===== src/rtl/core/eaed_pkg.sv =====
`default_nettype none

package eaed_pkg;

    // default widths
    localparam int SAMPLE_BITS_DEF = 16;
    localparam int SUM_BITS_DEF    = 48;

    // distance result and limit
    localparam int                   DIST_BITS  = 24;
    localparam logic [DIST_BITS-1:0] DIST_MAX   = 24'hFFFFFF;
    localparam int                   LIM2_BITS  = 2 * DIST_BITS;
    // square of the reset distance ceiling
    localparam logic [LIM2_BITS-1:0] LIM2_RESET = 48'hFFFF_FE00_0001;

    // configuration register indexes
    localparam int                      CFG_IDX_BITS     = 1;
    localparam logic [CFG_IDX_BITS-1:0] CFG_LIMIT_ENABLE = 1'd0;
    localparam logic [CFG_IDX_BITS-1:0] CFG_DIST_CEILING = 1'd1;

    // controller to datapath
    typedef struct packed {
        logic load_pair;
        logic square;
        logic accumulate;
        logic clear_sum;
        logic root_start;
        logic load_abandon;
        logic load_distance;
    } t_dp_cmd;

    // datapath to controller
    typedef struct packed {
        logic last;
        logic abandon;
        logic root_done;
        logic out_free;
    } t_dp_status;

endpackage

`default_nettype wire


===== src/rtl/core/eaed_isqrt.sv =====
`default_nettype none

module eaed_isqrt
    import eaed_pkg::*;
#(
    parameter int SUM_BITS = SUM_BITS_DEF
) (
    input  wire                          i_clk,
    input  wire                          i_rst_n,
    input  wire                          i_start,
    input  wire  [SUM_BITS-1:0]          i_radicand,
    output logic [(SUM_BITS+1)/2-1:0]    o_root,
    output logic                         o_done
);

    localparam int ROOT_BITS = (SUM_BITS + 1) / 2;
    localparam int CNT_BITS  = $clog2(ROOT_BITS + 1);

    logic [2*ROOT_BITS-1:0] r_x;
    logic [ROOT_BITS+1:0]   r_rem;
    logic [ROOT_BITS-1:0]   r_root;
    logic [CNT_BITS-1:0]    r_count;
    logic                   r_done;

    logic [ROOT_BITS+1:0]   rem_shift;
    logic [ROOT_BITS+1:0]   trial;

    // one root bit per step, two radicand bits brought down
    assign rem_shift = {r_rem[ROOT_BITS-1:0], r_x[2*ROOT_BITS-1 -: 2]};
    assign trial     = {r_root, 2'b01};

    always_ff @(posedge i_clk) begin
        if (!i_rst_n) begin
            r_count <= '0;
            r_done  <= 1'b0;
        end else if (i_start) begin
            r_count <= CNT_BITS'(ROOT_BITS);
            r_done  <= 1'b0;
        end else if (r_count != '0) begin
            r_count <= r_count - 1'b1;
            if (r_count == CNT_BITS'(1)) begin
                r_done <= 1'b1;
            end
        end
    end

    always_ff @(posedge i_clk) begin
        if (i_start) begin
            r_x    <= (2*ROOT_BITS)'(i_radicand);
            r_rem  <= '0;
            r_root <= '0;
        end else if (r_count != '0) begin
            r_x <= {r_x[2*ROOT_BITS-3:0], 2'b00};
            if (rem_shift >= trial) begin
                r_rem  <= rem_shift - trial;
                r_root <= {r_root[ROOT_BITS-2:0], 1'b1};
            end else begin
                r_rem  <= rem_shift;
                r_root <= {r_root[ROOT_BITS-2:0], 1'b0};
            end
        end
    end

    assign o_root = r_root;
    assign o_done = r_done;

endmodule

`default_nettype wire


===== src/rtl/core/eaed_datapath.sv =====
`default_nettype none

module eaed_datapath
    import eaed_pkg::*;
#(
    parameter int SAMPLE_BITS = SAMPLE_BITS_DEF,
    parameter int SUM_BITS    = SUM_BITS_DEF
) (
    input  wire                           i_clk,
    input  wire                           i_rst_n,
    input  wire  signed [SAMPLE_BITS-1:0] i_sample_a,
    input  wire  signed [SAMPLE_BITS-1:0] i_sample_b,
    input  wire                           i_last_pair,
    input  wire                           i_cfg_valid,
    input  wire  [CFG_IDX_BITS-1:0]       i_cfg_index,
    input  wire  [DIST_BITS-1:0]          i_cfg_data,
    input  t_dp_cmd                       i_cmd,
    output t_dp_status                    o_status,
    output logic                          o_out_valid,
    input  wire                           i_out_ready,
    output logic [DIST_BITS-1:0]          o_distance,
    output logic                          o_abandoned
);

    localparam int ROOT_BITS = (SUM_BITS + 1) / 2;
    localparam int SQ_BITS   = 2 * SAMPLE_BITS;
    localparam int ADD_BITS  = ((SUM_BITS > SQ_BITS) ? SUM_BITS : SQ_BITS) + 1;
    localparam int CMP_BITS  = (SUM_BITS > LIM2_BITS) ? SUM_BITS : LIM2_BITS;
    localparam int SAT_BITS  = (ROOT_BITS > DIST_BITS) ? ROOT_BITS : DIST_BITS;
    localparam logic [SUM_BITS-1:0] SUM_MAX = '1;

    logic                   r_limit_enable;
    logic [LIM2_BITS-1:0]   r_lim2;
    logic [SAMPLE_BITS-1:0] r_diff;
    logic                   r_last;
    logic [SQ_BITS-1:0]     r_sq;
    logic [SUM_BITS-1:0]    r_sum;
    logic                   r_out_valid;
    logic [DIST_BITS-1:0]   r_distance;
    logic                   r_abandoned;

    logic [SAMPLE_BITS:0]   diff_full;
    logic [SAMPLE_BITS:0]   abs_full;
    logic [ADD_BITS-1:0]    sum_wide;
    logic [SUM_BITS-1:0]    sum_sat;
    logic [ROOT_BITS-1:0]   root;
    logic                   root_done;
    logic [SAT_BITS-1:0]    root_ext;
    logic [DIST_BITS-1:0]   dist_sat;

    // absolute difference of the pair
    assign diff_full = {i_sample_a[SAMPLE_BITS-1], i_sample_a}
                     - {i_sample_b[SAMPLE_BITS-1], i_sample_b};
    assign abs_full  = diff_full[SAMPLE_BITS] ? -diff_full : diff_full;

    // saturating accumulate
    assign sum_wide = ADD_BITS'(r_sum) + ADD_BITS'(r_sq);
    assign sum_sat  = (sum_wide > ADD_BITS'(SUM_MAX)) ? SUM_MAX : sum_wide[SUM_BITS-1:0];

    assign root_ext = SAT_BITS'(root);
    assign dist_sat = (root_ext > SAT_BITS'(DIST_MAX)) ? DIST_MAX : root_ext[DIST_BITS-1:0];

    // configuration, limit kept squared
    always_ff @(posedge i_clk) begin
        if (!i_rst_n) begin
            r_limit_enable <= 1'b0;
            r_lim2         <= LIM2_RESET;
        end else if (i_cfg_valid) begin
            case (i_cfg_index)
                CFG_LIMIT_ENABLE: r_limit_enable <= i_cfg_data[0];
                CFG_DIST_CEILING: r_lim2 <= LIM2_BITS'(i_cfg_data) * LIM2_BITS'(i_cfg_data);
                default:          r_limit_enable <= r_limit_enable;
            endcase
        end
    end

    always_ff @(posedge i_clk) begin
        if (i_cmd.load_pair) begin
            r_diff <= abs_full[SAMPLE_BITS-1:0];
            r_last <= i_last_pair;
        end
        if (i_cmd.square) begin
            r_sq <= SQ_BITS'(r_diff) * SQ_BITS'(r_diff);
        end
    end

    always_ff @(posedge i_clk) begin
        if (!i_rst_n) begin
            r_sum <= '0;
        end else if (i_cmd.clear_sum) begin
            r_sum <= '0;
        end else if (i_cmd.accumulate) begin
            r_sum <= sum_sat;
        end
    end

    eaed_isqrt #(
        .SUM_BITS (SUM_BITS)
    ) u_isqrt (
        .i_clk      (i_clk),
        .i_rst_n    (i_rst_n),
        .i_start    (i_cmd.root_start),
        .i_radicand (r_sum),
        .o_root     (root),
        .o_done     (root_done)
    );

    // result register
    always_ff @(posedge i_clk) begin
        if (!i_rst_n) begin
            r_out_valid <= 1'b0;
        end else if (i_cmd.load_abandon || i_cmd.load_distance) begin
            r_out_valid <= 1'b1;
        end else if (i_out_ready) begin
            r_out_valid <= 1'b0;
        end
    end

    always_ff @(posedge i_clk) begin
        if (i_cmd.load_abandon) begin
            r_distance  <= '0;
            r_abandoned <= 1'b1;
        end else if (i_cmd.load_distance) begin
            r_distance  <= dist_sat;
            r_abandoned <= 1'b0;
        end
    end

    always_comb begin
        o_status.last      = r_last;
        o_status.abandon   = r_limit_enable && (CMP_BITS'(r_sum) > CMP_BITS'(r_lim2));
        o_status.root_done = root_done;
        o_status.out_free  = !r_out_valid || i_out_ready;
    end

    assign o_out_valid = r_out_valid;
    assign o_distance  = r_distance;
    assign o_abandoned = r_abandoned;

endmodule

`default_nettype wire


===== src/rtl/core/eaed_ctrl.sv =====
`default_nettype none

module eaed_ctrl
    import eaed_pkg::*;
(
    input  wire        i_clk,
    input  wire        i_rst_n,
    input  wire        i_in_valid,
    input  wire        i_last_pair,
    output logic       o_in_ready,
    output logic       o_discarding,
    output t_dp_cmd    o_cmd,
    input  t_dp_status i_status
);

    typedef enum logic [4:0] {
        S_IDLE   = 5'b00001,
        S_SQUARE = 5'b00010,
        S_ACCUM  = 5'b00100,
        S_CHECK  = 5'b01000,
        S_ROOT   = 5'b10000
    } t_state;

    t_state r_state;
    t_state n_state;
    logic   r_discarding;
    logic   n_discarding;

    always_ff @(posedge i_clk) begin
        if (!i_rst_n) begin
            r_state      <= S_IDLE;
            r_discarding <= 1'b0;
        end else begin
            r_state      <= n_state;
            r_discarding <= n_discarding;
        end
    end

    always_comb begin
        n_state      = r_state;
        n_discarding = r_discarding;
        o_cmd        = '0;
        o_in_ready   = (r_state == S_IDLE);
        case (r_state)
            S_IDLE: begin
                if (i_in_valid) begin
                    if (r_discarding) begin
                        // dropped pair, the last one ends the drop
                        if (i_last_pair) begin
                            n_discarding    = 1'b0;
                            o_cmd.clear_sum = 1'b1;
                        end
                    end else begin
                        o_cmd.load_pair = 1'b1;
                        n_state         = S_SQUARE;
                    end
                end
            end
            S_SQUARE: begin
                o_cmd.square = 1'b1;
                n_state      = S_ACCUM;
            end
            S_ACCUM: begin
                o_cmd.accumulate = 1'b1;
                n_state          = S_CHECK;
            end
            S_CHECK: begin
                if (i_status.abandon) begin
                    if (i_status.out_free) begin
                        o_cmd.load_abandon = 1'b1;
                        o_cmd.clear_sum    = 1'b1;
                        n_discarding       = !i_status.last;
                        n_state            = S_IDLE;
                    end
                end else if (i_status.last) begin
                    o_cmd.root_start = 1'b1;
                    o_cmd.clear_sum  = 1'b1;
                    n_state          = S_ROOT;
                end else begin
                    n_state = S_IDLE;
                end
            end
            S_ROOT: begin
                if (i_status.root_done && i_status.out_free) begin
                    o_cmd.load_distance = 1'b1;
                    n_state             = S_IDLE;
                end
            end
            default: begin
                n_state = S_IDLE;
            end
        endcase
    end

    assign o_discarding = r_discarding;

endmodule

`default_nettype wire


===== src/rtl/core/early_abandon_euclidean_distance_unit.sv =====
// Early-abandoning Euclidean distance. Element pairs of two vectors arrive one
// transaction at a time, the last pair flagged; the unit sums squared
// differences in a saturating SUM_BITS accumulator and on the last pair returns
// the floor square root of the sum, saturated to 24 bits. With limit_enable set,
// once the sum exceeds the distance ceiling squared it returns, when the output
// register is free, a result with abandoned = 1 and distance = 0, and unless
// that pair was the last it drops further pairs up to and including the last
// pair. An accumulated pair passes through the accept, square, accumulate and
// limit check states, the multiply, the add and the compare each in a state of
// their own; the last pair then goes through the iterative square root, which
// yields one root bit per cycle. A dropped pair skips the datapath. The result
// sits in an output register, so work goes on while it waits to be taken.
`default_nettype none

module early_abandon_euclidean_distance_unit
    import eaed_pkg::*;
#(
    parameter int SAMPLE_BITS = SAMPLE_BITS_DEF,
    parameter int SUM_BITS    = SUM_BITS_DEF
) (
    input  wire                           i_clk,
    input  wire                           i_rst_n,
    // pair transactions
    input  wire                           i_in_valid,
    output logic                          o_in_ready,
    input  wire  signed [SAMPLE_BITS-1:0] i_sample_a,
    input  wire  signed [SAMPLE_BITS-1:0] i_sample_b,
    input  wire                           i_last_pair,
    // result transactions
    output logic                          o_out_valid,
    input  wire                           i_out_ready,
    output logic [DIST_BITS-1:0]          o_distance,
    output logic                          o_abandoned,
    // register writes
    input  wire                           i_cfg_valid,
    output logic                          o_cfg_ready,
    input  wire  [CFG_IDX_BITS-1:0]       i_cfg_index,
    input  wire  [DIST_BITS-1:0]          i_cfg_data
);

    t_dp_cmd    cmd;
    t_dp_status status;
    logic       discarding;

    // register writes are always taken
    assign o_cfg_ready = 1'b1;

    // sequencing: one pair in flight, drop mode after an abandon
    eaed_ctrl u_ctrl (
        .i_clk        (i_clk),
        .i_rst_n      (i_rst_n),
        .i_in_valid   (i_in_valid),
        .i_last_pair  (i_last_pair),
        .o_in_ready   (o_in_ready),
        .o_discarding (discarding),
        .o_cmd        (cmd),
        .i_status     (status)
    );

    // difference, square, accumulator, limit compare, square root, result register
    eaed_datapath #(
        .SAMPLE_BITS (SAMPLE_BITS),
        .SUM_BITS    (SUM_BITS)
    ) u_datapath (
        .i_clk       (i_clk),
        .i_rst_n     (i_rst_n),
        .i_sample_a  (i_sample_a),
        .i_sample_b  (i_sample_b),
        .i_last_pair (i_last_pair),
        .i_cfg_valid (i_cfg_valid),
        .i_cfg_index (i_cfg_index),
        .i_cfg_data  (i_cfg_data),
        .i_cmd       (cmd),
        .o_status    (status),
        .o_out_valid (o_out_valid),
        .i_out_ready (i_out_ready),
        .o_distance  (o_distance),
        .o_abandoned (o_abandoned)
    );

    // an abandoned result always carries a zero distance
    a_abandon_zero: assert property (@(posedge i_clk) disable iff (!i_rst_n)
        (o_out_valid && o_abandoned) |-> (o_distance == '0))
        else $error("abandoned result with non-zero distance");

    // a pair that is worked on keeps the input closed the next cycle
    a_busy_after_accept: assert property (@(posedge i_clk) disable iff (!i_rst_n)
        (i_in_valid && o_in_ready && !discarding) |=> !o_in_ready)
        else $error("input open while a pair is in flight");

    // results are only produced from a busy state, never on an accepting cycle
    a_result_source: assert property (@(posedge i_clk) disable iff (!i_rst_n)
        $rose(o_out_valid) |-> !$past(o_in_ready))
        else $error("result loaded while input was open");

endmodule

`default_nettype wire


===== config.mk =====
export PLATFORM = sky130hd
export DESIGN_NAME = early_abandon_euclidean_distance_unit
export DESIGN_NICKNAME = d
export VERILOG_FILES = /design/src/rtl/core/eaed_pkg.sv /design/src/rtl/core/eaed_isqrt.sv /design/src/rtl/core/eaed_datapath.sv /design/src/rtl/core/eaed_ctrl.sv /design/src/rtl/core/early_abandon_euclidean_distance_unit.sv
export SDC_FILE = /design/constraint.sdc
export NUM_CORES = 2
export LEC_CHECK = 0
export CAP_MARGIN = 5
export CORE_ASPECT_RATIO = 1.5
export CORE_MARGIN = 2
export CORE_UTILIZATION = 65
export DETAILED_ROUTE_END_ITERATION = 16
export DONT_BUFFER_PORTS = 1
export GPL_TIMING_DRIVEN = 0
export PLACE_DENSITY = 0.81
export REMOVE_ABC_BUFFERS = 1
export SYNTH_ARGS = -nofsm -noshare
export SYNTH_HDL_FRONTEND = slang
export SYNTH_SLANG_ARGS = --single-unit

===== constraint.sdc =====
create_clock -name i_clk -period 15 [get_ports i_clk]
set_input_delay 2.25 -clock i_clk [delete_from_list [all_inputs] [get_ports i_clk]]
set_output_delay 2.25 -clock i_clk [all_outputs]
set_load 0.02 [all_outputs]

After elaboration in Yosys (flattened, before gate mapping)
Cells that the tools add are included.

word-level totals
  word-level logic and storage cells = 100
  bits of input ports = 63
  bits in registers = 280
  output and inout port bits = 28

operators by class
  magnitude comparators = 4
  bitwise gates (word level) = 2
  multipliers = 2
  equality and inequality tests = 12
  muxes and demuxes = 41
  reductions and logical operators = 17
  add/sub/neg operators = 5

operators by type and width
  kind                  count
  $mux 48               3
  $add 48x32->49        1
  $gt 49x48->1 const B  1
  $gt 48x48->1          1
  $mul 24x24->48        1
  $mux 24               2
  $mux 5                8
  $mul 16x16->32        1
  $ge 26x26->1          1
  $pmux 5 s5            1
  $gt 24x24->1 const B  1
  $sub 24x24->24        1
  $mux 1                22
  $sub 16x16->17        1
  $mux 16               1
  $neg 16->16           1
  $eq 5x1->1 const B    2
  $reduce_and 4->1      2
  $ne 2x2->1 const B    3
  $reduce_and 2->1      3
  $reduce_bool 2->1     3
  $eq 5x2->1 const B    1
  $eq 5x3->1 const B    1
  $eq 5x4->1 const B    1
  other kinds (12)      20

Logic depth before layout (Yosys ltp)
  depth after elaboration = 7
  depth in mapped cells = 29
  mapped depth without buffers = 27

By module
From an unflattened synthesis, not the netlist that was laid out.

unflattened totals
  cells, all modules = 4329
  area, all modules = 39404.0 um^2

by module, submodules not included
  module                                 area each (um^2)  sequential area each (um^2)  cells each  times used
  eaed_datapath                          33300.7           3883.7                       3686        1
  eaed_isqrt                             5689.2            2522.4                       593         1
  eaed_ctrl                              402.9             120.1                        48          1
  early_abandon_euclidean_distance_unit  11.3              0.0                          2           1

Least setup slack after synthesis
Ideal clock, no wire load.

  kind = in2reg
  from = input port i_cfg_data[6]
  to = register u_datapath.r_lim2[32]
  arrival = 8.713 ns
  buffers on the path = 2
  setup slack = 6.173 ns
  cell stages on the path = 26
  data required time = 14.885 ns
  setup time = 0.115 ns
  cell sequence = clkbuf_1 > nand2_1 > fa_1 > inv_1 > fa_1 > inv_1 > fa_1 > fa_1 > inv_1 > fa_1 > fa_1 > inv_1 > fa_1 > inv_1 > ha_1 > clkbuf_1 > a211oi_1 > o21ai_0 > a21boi_0 > o31ai_1 > a221oi_1 > o211ai_1 > a211o_1 > a21oi_1 > xnor2_1 > o21a_1

between the ends
  cells in the longest elaborated chain, start to end = 1

ends and longest elaborated chain
  item                    line                                         RTL
  start: declaration      early_abandon_euclidean_distance_unit.sv:38  input wire [DIST_BITS-1:0] i_cfg_data
  $mul 24x24->48          eaed_datapath.sv:71                          CFG_DIST_CEILING: r_lim2 <= LIM2_BITS'(i_cfg_data) * LIM2_BITS'(i_cfg_data);
  end signal: assignment  eaed_datapath.sv:71
  end: declaration        eaed_datapath.sv:33                          logic [LIM2_BITS-1:0] r_lim2;

Every way passes these cells.
A chain may end at the register's enable or synchronous reset.

Worst setup path in the final report
  from = input port i_cfg_data[8]
  to = register u_datapath.r_lim2[32]

The elaborated chain is that of the path after synthesis.

==> results_dict.tcl <==
set metrics [dict create \
    critPathBufInv 8 \
    worstSetupStartpointType "input pin" \
    required_ps 15430 \
    fin_crit_ps 8940 \
    hold_start "u_datapath.u_isqrt.o_root[23]" \
    cts_setup_buffers 0 \
    fin_crit_sh_pct 59.6 \
    drv_slew 0 \
    place_congestion 0.916 \
    chipWidth_microns 204 \
    layout.nets 5307 \
    avgSynthCellArea_sq_um 9.00 \
    hold_viol_final 0 \
    cpPeakStageDelay_ps 610 \
    core_area_sq_um 59700 \
    grt_pass1_wl_microns 145000 \
    synthToLayoutAreaGrowth_pct 5.04 \
    post-route-util_pct 68.8 \
    syn_inst 4345 \
    fp.dieH_microns 304 \
    cts_tree "done" \
    crit_start "i_cfg_data[8]" \
    dr.pass1.iters 5 \
    portBuffers 0 \
    rsz0062_at_grt "false" \
    antenna_found_initial 0 \
    place_area_sq_um 39900 \
    min_path_type "register to register" \
    final_common_cell "inv_1" \
    slew_headroom_pct 21.5 \
    fillers 4507 \
    holdPathStages 2 \
    design_area_sq_um 41100 \
    drc 0 \
    critPathSlowestCell "fa_1" \
    rows 110 \
    r2r_slack_ps 7420 \
    drt-vias-per-instance 5.72 \
    hold_buffers 0 \
    fmax_mhz 112 \
    status "finished, final reports clean" \
    finClkSkew_ps 41.5 \
    clockRootBuffer "clkbuf_16" \
    clock-sinks 278 \
    async_flop_share_pct 0 \
    dp_cells 4999 \
    arrival_ps 9370 \
    cp_num_cells 26 \
    synth.distinct_cells 79 \
    ff2ff_path_depth 25 \
    cap_violations 0 \
    io_pins 91 \
    cp_common_cell "inv_1" \
    cts_resized 0 \
    fin_tns_setup_ps 0 \
    clock_path_buffers 3 \
    grt_remaining_overflow 0 \
    synth_ff_type "dfxtp_1" \
    start_util_pct 65.5 \
    syn_area_sq_um 39100 \
    grt_max_degree 62 \
    drtIter0Drc 1502 \
    cts_made_buffers 34 \
    setup-violations-final 0 \
    fin_cells 5062 \
    drive_gt1_share_pct 3.76 \
    most-common-layout-cells "inv_1, fa_1, nand2_1, ha_1, nor2_1" \
    ant_nets 0 \
    num_antenna_cells 0 \
    track_usage_pct 28.9 \
    finalWirelength_microns 86900 \
    dr_total_vias 28900 \
    dieArea_sq_um 62200 \
    critPathKind "input pin to register" \
    crit_family "adder cells" \
    multi_input_area_sq_um 28400 \
    worst_setup_path_end_kind "register" \
    grt_pass1_vias 30600 \
    tightest_slew_ps 1180 \
    wl_per_cell_microns 17.2 \
    ctsHtreeMaxLevel 2 \
    regArea_sq_um 6530 \
    synth_edf_count 96 \
    hpwl_microns 69600 \
    ys_seq_area_share_pct 16.7 \
    worstPathMaxFanout 21 \
    r2r-start "u_datapath.r_diff[8]" \
    synth-seq-cells 278 \
    worstSkewPairLatency_ps 570 \
    yosys_warnings 0 \
    path_clk_slew_ps 60 \
]
==> worst reg2reg max path, cell delays in order, from the launching register on <==
cell and delay, ps:
edfxtp_1 630, inv_1 400, nor2_1 170, fa_1 530, inv_1 50, fa_1 530, inv_1 50, fa_1 490
inv_1 60, fa_1 550, inv_1 60, fa_1 470, inv_1 50, fa_1 470, inv_1 40, ha_1 320
a21o_1 190, a21oi_1 140, o21ai_0 130, a311oi_1 380, nor2_1 150, o41ai_1 420, o31ai_1 200, a21o_1 210
a2111oi_0 490, a211oi_1 100
==> per-stage QoR <==
stage                     hold WS (ps)  worst slack (ps)
after floorplan                    432              6100
after global placement             438              2650
after detailed placement           443              5580
after CTS                          451              6090
after global routing               474              5700
final                              449              6060
==> layer usage <==
metal / track usage (%) / wire length, microns / up-vias
li1: - / - / 13600
met1: 32.4 / 32200 / 14300
met2: 54.0 / 46900 / 749
met3: 3.27 / 3640 / 276
met4: 13.3 / 4240 / 0
met5: 0 / 0 / -
==> synth_stat cells, drive strengths merged (33+ instances only) <==
library cell	instances	area [sq um]
a21oi	203	1020
clkbuf	133	499
a311oi	33	314
xnor2	96	841
and2	196	1230
nand3	48	240
nor2	230	863
o21ai	102	510
inv	973	3650
dfxtp	182	3640
fa	599	12000
edfxtp	96	2880
a21o	89	668
ha	393	4920
nand2	422	1580
mux2	49	552
xor2	59	517
==> worst paths after layout <==
path,to
worst max-delay path,u_datapath.r_lim2[32]
worst min register to register,u_datapath.u_isqrt.o_root[23]
worst max register to register,u_datapath.r_sq[28]
worst min-delay path,u_datapath.u_isqrt.o_root[23]
==> registers in the layout (all words and copies together) (netlist names) <==
| register | flops |
|---|---|
| u_datapath.r_lim2 | 47 |
| u_datapath.o_abandoned | 1 |
| u_datapath.u_isqrt.r_count | 5 |
| u_datapath.r_sq | 31 |
| u_datapath.r_sum | 48 |
| u_ctrl.o_discarding | 1 |
| u_datapath.o_distance | 24 |
| u_datapath.u_isqrt.o_root | 24 |
| u_datapath.r_last | 1 |
| u_datapath.u_isqrt.o_done | 1 |
| u_datapath.u_isqrt.r_rem | 24 |
| u_ctrl.r_state | 5 |
| u_datapath.r_diff | 16 |
| u_datapath.o_out_valid | 1 |
| u_datapath.u_isqrt.r_x | 48 |
| u_datapath.r_limit_enable | 1 |
==> final cells by class <==
type | count | area share [%]
clock inverters | 20 | 0.576
inverters | 973 | 8.89
multi-input cells | 2948 | 69.1
repair buffers | 17 | 0.807
clock buffers | 42 | 2.32
flip-flops and latches | 278 | 15.9
well taps | 784 | 2.39
==> kinds of logic after synthesis <==
family,after synthesis,share of synthesized area [%]
compound gates,660,11.1
xor+xnor,155,3.47
fa+ha+maj,992,43.2
buf+inv,1119,10.8
flops,278,16.7
mux,53,1.51
other cells,1,0.00959
simple gates,1087,13.1
Power is left out: the tool's default activity adds up to more than one toggle a clock period on the data nets, which glitch-free logic cannot reach.
